`src/lphm_pkg.sv`:
```
// Package for the linear-probe hash map: sizes, codes, shared types.
// No dependencies; imported by lphm_key_store and linear_probe_hash_map.
package lphm_pkg;

  // Table geometry. SLOTS must be a power of two: the home slot is the
  // low bits of the key hash.
  localparam int unsigned SLOTS   = 16;
  localparam int unsigned SLOT_W  = $clog2(SLOTS);
  localparam int unsigned KEY_W   = 64;
  localparam int unsigned VALUE_W = 32;
  localparam int unsigned COUNT_W = $clog2(SLOTS + 1);

  typedef logic [SLOT_W-1:0]  slot_t;
  typedef logic [KEY_W-1:0]   key_t;
  typedef logic [VALUE_W-1:0] value_t;
  typedef logic [COUNT_W-1:0] count_t;

  // Opcodes
  localparam logic [1:0] OP_INSERT = 2'd0;
  localparam logic [1:0] OP_LOOKUP = 2'd1;
  localparam logic [1:0] OP_REMOVE = 2'd2;

  // Status codes
  localparam logic [1:0] ST_OK       = 2'd0;
  localparam logic [1:0] ST_NOTFOUND = 2'd1;
  localparam logic [1:0] ST_FULL     = 2'd2;
  localparam logic [1:0] ST_ZERO_KEY = 2'd3;

  // Command to the key store: one address, read or write.
  typedef struct packed {
    logic  rd;
    logic  wr;
    slot_t addr;
    key_t  wdata;
  } key_cmd_t;

endpackage

```
`src/lphm_ram.sv`:
```
// Generic single-write, single-read synchronous RAM, registered read data.
// No dependencies.
module lphm_ram #(
  parameter int unsigned WIDTH = 32,
  parameter int unsigned DEPTH = 16
) (
  input  logic                     clk_i,
  input  logic                     we_i,
  input  logic [$clog2(DEPTH)-1:0] waddr_i,
  input  logic [WIDTH-1:0]         wdata_i,
  input  logic                     re_i,
  input  logic [$clog2(DEPTH)-1:0] raddr_i,
  output logic [WIDTH-1:0]         rdata_o
);

  logic [WIDTH-1:0] mem_q [DEPTH];
  logic [WIDTH-1:0] rdata_q;

  always_ff @(posedge clk_i) begin
    if (we_i) begin
      mem_q[waddr_i] <= wdata_i;
    end
    if (re_i) begin
      rdata_q <= mem_q[raddr_i];
    end
  end

  assign rdata_o = rdata_q;

endmodule

```
`src/lphm_key_store.sv`:
```
// Key store: SLOTS x 64-bit keys with per-slot valid bits so reset empties it.
// Depends on lphm_pkg.
module lphm_key_store (
  input  logic               clk_i,
  input  logic               rst_ni,
  input  lphm_pkg::key_cmd_t cmd_i,
  output lphm_pkg::key_t     rdata_o
);
  import lphm_pkg::*;

  key_t             mem_q [SLOTS];
  logic [SLOTS-1:0] valid_q;
  key_t             rdata_q;

  always_ff @(posedge clk_i) begin
    if (cmd_i.wr) begin
      mem_q[cmd_i.addr] <= cmd_i.wdata;
    end
    if (cmd_i.rd) begin
      // never-written slot reads as empty
      rdata_q <= valid_q[cmd_i.addr] ? mem_q[cmd_i.addr] : '0;
    end
  end

  always_ff @(posedge clk_i or negedge rst_ni) begin
    if (!rst_ni) begin
      valid_q <= '0;
    end else if (cmd_i.wr) begin
      valid_q[cmd_i.addr] <= 1'b1;
    end
  end

  assign rdata_o = rdata_q;

endmodule

```
`src/linear_probe_hash_map.sv`:
```
// Linear-probe hash map top level: control sequencer, count, result register.
// Depends on lphm_pkg, lphm_key_store, lphm_ram.
//
//  channel | direction | handshake              | payload
//  --------+-----------+------------------------+----------------------------------------
//  in      | into      | in_valid_i / in_ready_o | opcode_i, key_hash_i, value_in_i
//  out     | out of    | out_valid_o/out_ready_i | status_o, value_out_o, slot_pos_o,
//          |           |                        | entry_total_o
//
// Steps: a request is accepted, then probes 1 to SLOTS slots, one slot per cycle
// through the single key store read port, then reads the value on a lookup hit,
// then loads the result register. Zero keys and the unused opcode skip the probe.
// Reset: asynchronous, active low; empties every slot at once through the key
// store's valid bits, so no clearing pass is needed. The value store is not reset.
// Stalls: a new request is taken while a finished result waits in the output
// register; a second result waits in the done state until the output frees up.
module linear_probe_hash_map (
  input  logic                  clk_i,
  input  logic                  rst_ni,
  input  logic                  in_valid_i,
  output logic                  in_ready_o,
  input  logic [1:0]            opcode_i,
  input  lphm_pkg::key_t        key_hash_i,
  input  lphm_pkg::value_t      value_in_i,
  output logic                  out_valid_o,
  input  logic                  out_ready_i,
  output logic [1:0]            status_o,
  output lphm_pkg::value_t      value_out_o,
  output lphm_pkg::slot_t       slot_pos_o,
  output lphm_pkg::count_t      entry_total_o
);
  import lphm_pkg::*;

  // Sequencer states
  localparam logic [1:0] S_IDLE  = 2'd0;  // waiting for a request
  localparam logic [1:0] S_PROBE = 2'd1;  // key of slot_q is on the read port
  localparam logic [1:0] S_VALUE = 2'd2;  // value of the hit is on the read port
  localparam logic [1:0] S_DONE  = 2'd3;  // result ready for the output register

  logic [1:0] state_q, state_d;

  // Request being worked on
  logic [1:0] op_q, op_d;
  key_t       key_q, key_d;
  value_t     val_q, val_d;
  slot_t      slot_q, slot_d;   // slot whose key is being evaluated
  slot_t      step_q, step_d;   // probes done so far, minus one

  count_t     count_q, count_d;

  // Pending result
  logic [1:0] res_status_q, res_status_d;
  value_t     res_value_q, res_value_d;
  slot_t      res_slot_q, res_slot_d;

  // Output register
  logic       out_valid_q, out_valid_d;
  logic [1:0] out_status_q, out_status_d;
  value_t     out_value_q, out_value_d;
  slot_t      out_slot_q, out_slot_d;
  count_t     out_total_q, out_total_d;

  // Memory ports
  key_cmd_t   key_cmd;
  key_t       key_rdata;
  logic       val_we, val_re;
  value_t     val_rdata;

  logic       accept;
  logic       out_free;
  logic       slot_empty, slot_match, last_probe;
  slot_t      slot_next;

  assign accept     = in_valid_i && in_ready_o;
  assign in_ready_o = (state_q == S_IDLE);
  assign out_free   = !out_valid_q || out_ready_i;

  assign slot_empty = (key_rdata == '0);
  assign slot_match = (key_rdata == key_q);
  assign last_probe = (step_q == slot_t'(SLOTS - 1));
  assign slot_next  = slot_q + slot_t'(1);

  always_comb begin
    state_d      = state_q;
    op_d         = op_q;
    key_d        = key_q;
    val_d        = val_q;
    slot_d       = slot_q;
    step_d       = step_q;
    count_d      = count_q;
    res_status_d = res_status_q;
    res_value_d  = res_value_q;
    res_slot_d   = res_slot_q;
    out_valid_d  = out_valid_q;
    out_status_d = out_status_q;
    out_value_d  = out_value_q;
    out_slot_d   = out_slot_q;
    out_total_d  = out_total_q;

    key_cmd       = '0;
    key_cmd.addr  = slot_q;
    key_cmd.wdata = key_q;
    val_we        = 1'b0;
    val_re        = 1'b0;

    if (out_valid_q && out_ready_i) begin
      out_valid_d = 1'b0;
    end

    case (state_q)
      S_IDLE: begin
        if (accept) begin
          op_d         = opcode_i;
          key_d        = key_hash_i;
          val_d        = value_in_i;
          slot_d       = key_hash_i[SLOT_W-1:0];  // home slot
          step_d       = '0;
          res_value_d  = '0;
          res_slot_d   = '0;
          res_status_d = ST_NOTFOUND;
          if (key_hash_i == '0) begin
            res_status_d = ST_ZERO_KEY;
            state_d      = S_DONE;
          end else if (opcode_i inside {OP_INSERT, OP_LOOKUP, OP_REMOVE}) begin
            key_cmd.rd   = 1'b1;
            key_cmd.addr = key_hash_i[SLOT_W-1:0];
            state_d      = S_PROBE;
          end else begin
            state_d = S_DONE;
          end
        end
      end

      S_PROBE: begin
        case (op_q)
          OP_INSERT: begin
            if (slot_empty || slot_match) begin
              key_cmd.wr   = 1'b1;
              val_we       = 1'b1;
              if (slot_empty) begin
                count_d = count_q + count_t'(1);
              end
              res_status_d = ST_OK;
              res_slot_d   = slot_q;
              state_d      = S_DONE;
            end else if (last_probe) begin
              res_status_d = ST_FULL;
              state_d      = S_DONE;
            end
          end
          OP_LOOKUP: begin
            if (slot_match) begin
              val_re       = 1'b1;
              res_status_d = ST_OK;
              res_slot_d   = slot_q;
              state_d      = S_VALUE;
            end else if (slot_empty || last_probe) begin
              state_d = S_DONE;
            end
          end
          OP_REMOVE: begin
            if (slot_match) begin
              key_cmd.wr    = 1'b1;
              key_cmd.wdata = '0;
              if (count_q != '0) begin
                count_d = count_q - count_t'(1);
              end
              res_status_d = ST_OK;
              res_slot_d   = slot_q;
              state_d      = S_DONE;
            end else if (last_probe) begin
              state_d = S_DONE;
            end
          end
          default: begin
            state_d = S_DONE;
          end
        endcase
        // keep walking: fetch the next slot's key
        if (state_d == S_PROBE) begin
          key_cmd.rd   = 1'b1;
          key_cmd.addr = slot_next;
          slot_d       = slot_next;
          step_d       = step_q + slot_t'(1);
        end
      end

      S_VALUE: begin
        res_value_d = val_rdata;
        state_d     = S_DONE;
      end

      S_DONE: begin
        if (out_free) begin
          out_valid_d  = 1'b1;
          out_status_d = res_status_q;
          out_value_d  = res_value_q;
          out_slot_d   = res_slot_q;
          out_total_d  = count_q;
          state_d      = S_IDLE;
        end
      end

      default: begin
        state_d = S_IDLE;
      end
    endcase
  end

  always_ff @(posedge clk_i or negedge rst_ni) begin
    if (!rst_ni) begin
      state_q     <= S_IDLE;
      count_q     <= '0;
      out_valid_q <= 1'b0;
      step_q      <= '0;
    end else begin
      state_q     <= state_d;
      count_q     <= count_d;
      out_valid_q <= out_valid_d;
      step_q      <= step_d;
    end
  end

  always_ff @(posedge clk_i) begin
    op_q         <= op_d;
    key_q        <= key_d;
    val_q        <= val_d;
    slot_q       <= slot_d;
    res_status_q <= res_status_d;
    res_value_q  <= res_value_d;
    res_slot_q   <= res_slot_d;
    out_status_q <= out_status_d;
    out_value_q  <= out_value_d;
    out_slot_q   <= out_slot_d;
    out_total_q  <= out_total_d;
  end

  lphm_key_store u_key_store (
    .clk_i   (clk_i),
    .rst_ni  (rst_ni),
    .cmd_i   (key_cmd),
    .rdata_o (key_rdata)
  );

  lphm_ram #(
    .WIDTH (VALUE_W),
    .DEPTH (SLOTS)
  ) u_value_store (
    .clk_i   (clk_i),
    .we_i    (val_we),
    .waddr_i (slot_q),
    .wdata_i (val_q),
    .re_i    (val_re),
    .raddr_i (slot_q),
    .rdata_o (val_rdata)
  );

  assign out_valid_o   = out_valid_q;
  assign status_o      = out_status_q;
  assign value_out_o   = out_value_q;
  assign slot_pos_o    = out_slot_q;
  assign entry_total_o = out_total_q;

`ifndef SYNTHESIS
  // Occupancy can never exceed the table size.
  a_count_bound: assert property (@(posedge clk_i) disable iff (!rst_ni)
    count_q <= count_t'(SLOTS))
    else $error("entry count above table size");

  // The key store is never read and written in the same cycle.
  a_key_port: assert property (@(posedge clk_i) disable iff (!rst_ni)
    !(key_cmd.rd && key_cmd.wr))
    else $error("key store read and write collide");

  // Every walk starts at the first probe.
  a_walk_start: assert property (@(posedge clk_i) disable iff (!rst_ni)
    accept |=> step_q == '0)
    else $error("probe counter not cleared at request start");

  // A failed request reports slot zero and no value.
  a_fail_clean: assert property (@(posedge clk_i) disable iff (!rst_ni)
    (out_valid_o && status_o != ST_OK) |-> (slot_pos_o == '0 && value_out_o == '0))
    else $error("failed request carries a slot or value");
`endif

endmodule
```
`config.mk`:
```
export PLATFORM = sky130hd
export DESIGN_NAME = linear_probe_hash_map
export DESIGN_NICKNAME = d
export VERILOG_FILES = /design/src/lphm_pkg.sv /design/src/lphm_ram.sv /design/src/lphm_key_store.sv /design/src/linear_probe_hash_map.sv
export SDC_FILE = /design/constraint.sdc
export NUM_CORES = 2
export LEC_CHECK = 0
export BUFFER_PORTS_ARGS = -buffer_cell sky130_fd_sc_hd__buf_4
export CAP_MARGIN = 20
export CORE_ASPECT_RATIO = 1.4
export CORE_MARGIN = 2
export CORE_UTILIZATION = 62
export DETAILED_ROUTE_END_ITERATION = 8
export PLACE_DENSITY = 0.79
export SYNTH_ARGS = -nofsm -noshare
export SYNTH_HDL_FRONTEND = slang
export SYNTH_SLANG_ARGS = --single-unit
```
`constraint.sdc`:
```
create_clock -name clk_i -period 10.4 [get_ports clk_i]
set_input_delay 0.52 -clock clk_i [delete_from_list [all_inputs] [get_ports clk_i]]
set_output_delay 0.52 -clock clk_i [all_outputs]
set_load 0.01 [all_outputs]
```
==> flow_summary.ini <==
[route]
via_per_inst = 6.78
drt-total-wl_um = 184000
dr_total_vias = 40600
final_antenna_net_count = 0
drt_iter0_drc = 5514
drc = 0
drtPass1Iterations = 6
wire_per_inst_um = 30.7

[synth]
syn-num-nets = 4238
ys_warn_count = 0
syn_area_mm2 = 0.0719
synth_cell_type_count = 63
yosysSeqAreaShare = 0.767
avgSynthCellArea_um2 = 17.4
ys.flop_type = edfxtp_1
synth_cells = 4123
synth_top_cell_by_area = edfxtp_1
async_flop_share = 0.0152
yosysTopAreaCellShare = 0.758
ys_ff_latch = 1843
synth_edf_count = 1815
netlist_top_cells_area = edfxtp_1 (76%), mux4_2 (5.0%), nand2_1 (2.9%)

[sta]
setup-tns-final_ps = 0
hold_slack_ps = 58.7
skew_ps = 35.7
final-setup-viol-count = 0
drv_slew = 0
worstMarginPinSlew_ps = 1210
fin_crit_sh = 0.682
max_freq_mhz = 141
grt_setup_unrepaired = false
hold_viol_final = 0
min_period_ps = 7090
relSlewSlack = 0.193

[setup_path]
worstSetupPathType = reg -> reg
critPathRequiredTime_ps = 11050
start_kind = register
crit_arrival_ps = 7740
end_kind = register
cp_max_fo = 86

[power_and_ir_drop]
p_per_area_mw_per_mm2 = 302
vdd_drop_max_uv = 450
cellLeakagePower_uw = 0.0268
p_total_uw = 24500

[finish]
fill_cells = 6753
drive_gt1_frac = 0.179
area_growth_pct = 12.4
fin_util = 0.703
diodes = 0
layout_commonest_cell = edfxtp_1
final_cells = 5987
layout.nets = 4484
mostFrequentLayoutCells = edfxtp_1 (1815), nand2_1 (548), a21oi_1 (253)

[grt]
grt-ovfl-total = 0
grt_pass1_vias = 40700
grt_pass1_wl_um = 267000
grt_max_degree = 166
antenna_found_initial = 2
grtUsageTotal = 0.311

[floorplan]
io_pins = 147
fp.dieH_um = 407
dieArea_mm2 = 0.119
die_w_um = 292
initial_core_util = 0.626
core-area_mm2 = 0.115
num_rows = 147

[place]
dp_hpwl_um = 94100
dp.cells = 5594
gp_congestion = 0.863
port_buffers = 146

[cts]
htreeDepth = 4
clock_path_buffers = 3
clkSinkCount = 1843
clock_latency_ps = 820
numCtsBuffers = 163
cts-root-buf = clkbuf_16
clkSlewWorstSetupHoldPaths_ps = 70
cts_tree = done

[worst_hold_path]
holdCritPathClass = in -> reg

[job]
cap_violations = 0

[outcome]
status = finished clean
-- sequential cells by signal, summed over array words and instances (netlist names), 2 cells and up --
register               cells
status_o                   2
step_q                     4
res_status_q               2
res_value_q               32
key_q                     64
val_q                     32
count_q                    5
state_q                    2
u_value_store.mem_q      512
slot_pos_o                 4
op_q                       2
entry_total_o              5
res_slot_q                 4
u_value_store.rdata_o     32
u_key_store.mem_q       1024
u_key_store.rdata_o       64
slot_q                     4
u_key_store.valid_q       16
value_out_o               32
-- cells in the mapped netlist, types with 2 or more instances --
cell type and n:
mux2_2 2, nor3_2 2, a221oi_2 26, a21boi_0 2
a21oi_1 254, o211ai_1 2, a311oi_1 2, nand2_1 550
o21ai_0 8, o21ai_1 66, mux2i_1 194, buf_1 25
inv_1 16, clkinv_1 2, xor2_1 2, mux4_2 160
nand4_1 26, a21oi_2 10, nor2_1 26, nor4_1 45
nor2_4 2, a21o_1 3, and2_1 100, buf_4 17
or2_2 18, o22ai_1 2, nand3_1 139, a311oi_4 2
ha_1 12, nor3_1 16, buf_2 70, a211oi_1 9
nor2b_1 2, buf_8 4, xnor2_1 70, and3_1 7
a221oi_1 103, dfrtp_1 28, buf_6 27, edfxtp_1 1815
or3_1 2, clkbuf_1 111, a211oi_2 60, a32oi_1 65
-- metrics by stage --
step	instance area [µm²]	worst slack, ps
after CTS	80800	3460
final	80900	3310
after floorplan	71900	2700
after global placement	74500	2590
after detailed placement	74600	3270
after global routing	80900	3110
-- power by group --
part	leakage, µW	total [µW]	switching (µW)	internal, µW
clock	0.00256	6000	2680	3320
sequential	0.0168	9340	383	8960
combinational	0.00742	9110	6030	3090
-- metal layers --
layer  wire length (µm)  up-vias  global-route usage
met5                  0        -                   0
met4               9860        0               0.163
met3              19200      537              0.0523
met2              92700     3010               0.521
met1              62100    20300               0.396
li1                   -    16700                   -
-- final timing paths --
kind,from,to,slack [ps],cells past startpoint
max in group asynchronous,rst_ni,count_q[4],9810,2
min in group asynchronous,rst_ni,u_key_store.valid_q[12],280,2
max reg2reg,u_key_store.rdata_o[59],u_key_store.rdata_o[25],3310,14
min reg2reg,res_value_q[0],value_out_o[0],420,0
max,u_key_store.rdata_o[59],u_key_store.rdata_o[25],3310,14
min,key_hash_i[0],key_q[0],60,1
-- what timing repair did --
action	in CTS	in global routing
resized for setup	0	0
buffers inserted	0	0
hold buffers	99	0
hold endpoints to repair	126	0
-- cell families after synthesis --
family,synth area share
and+or+nand+nor,0.0600
DFF,0.767
buffers and inverters,0.0197
AOI/OAI and AO/OA,0.0644
adders and majority gates,0.00237
xor gates and xnor gates,0.00877
muxes,0.0774
-- worst max-delay path, stage by stage (launching register included) --
cell,delay [ps]
edfxtp_1,510
nor4_1,750
nand4_1,350
nor4_4,590
o21ai_1,130
a31oi_1,230
nor2_1,90
a311oi_2,550
and2_4,840
buf_4,820
buf_4,890
a21oi_1,200
a221oi_1,440
o21ai_1,150
a211oi_2,240
-- layout make-up --
class / count / area (µm²) / share of cell area
well taps: 1490 / 1860 / 0.0231
clock buffers: 194 / 4390 / 0.0543
inverters: 18 / 70.1 / 0.000867
flip-flops and latches: 1843 / 55200 / 0.683
multi-input cells: 2008 / 15600 / 0.192
repair buffers: 335 / 2900 / 0.0358
clock inverters: 99 / 872 / 0.0108
(Power assumes the default switching activity.)
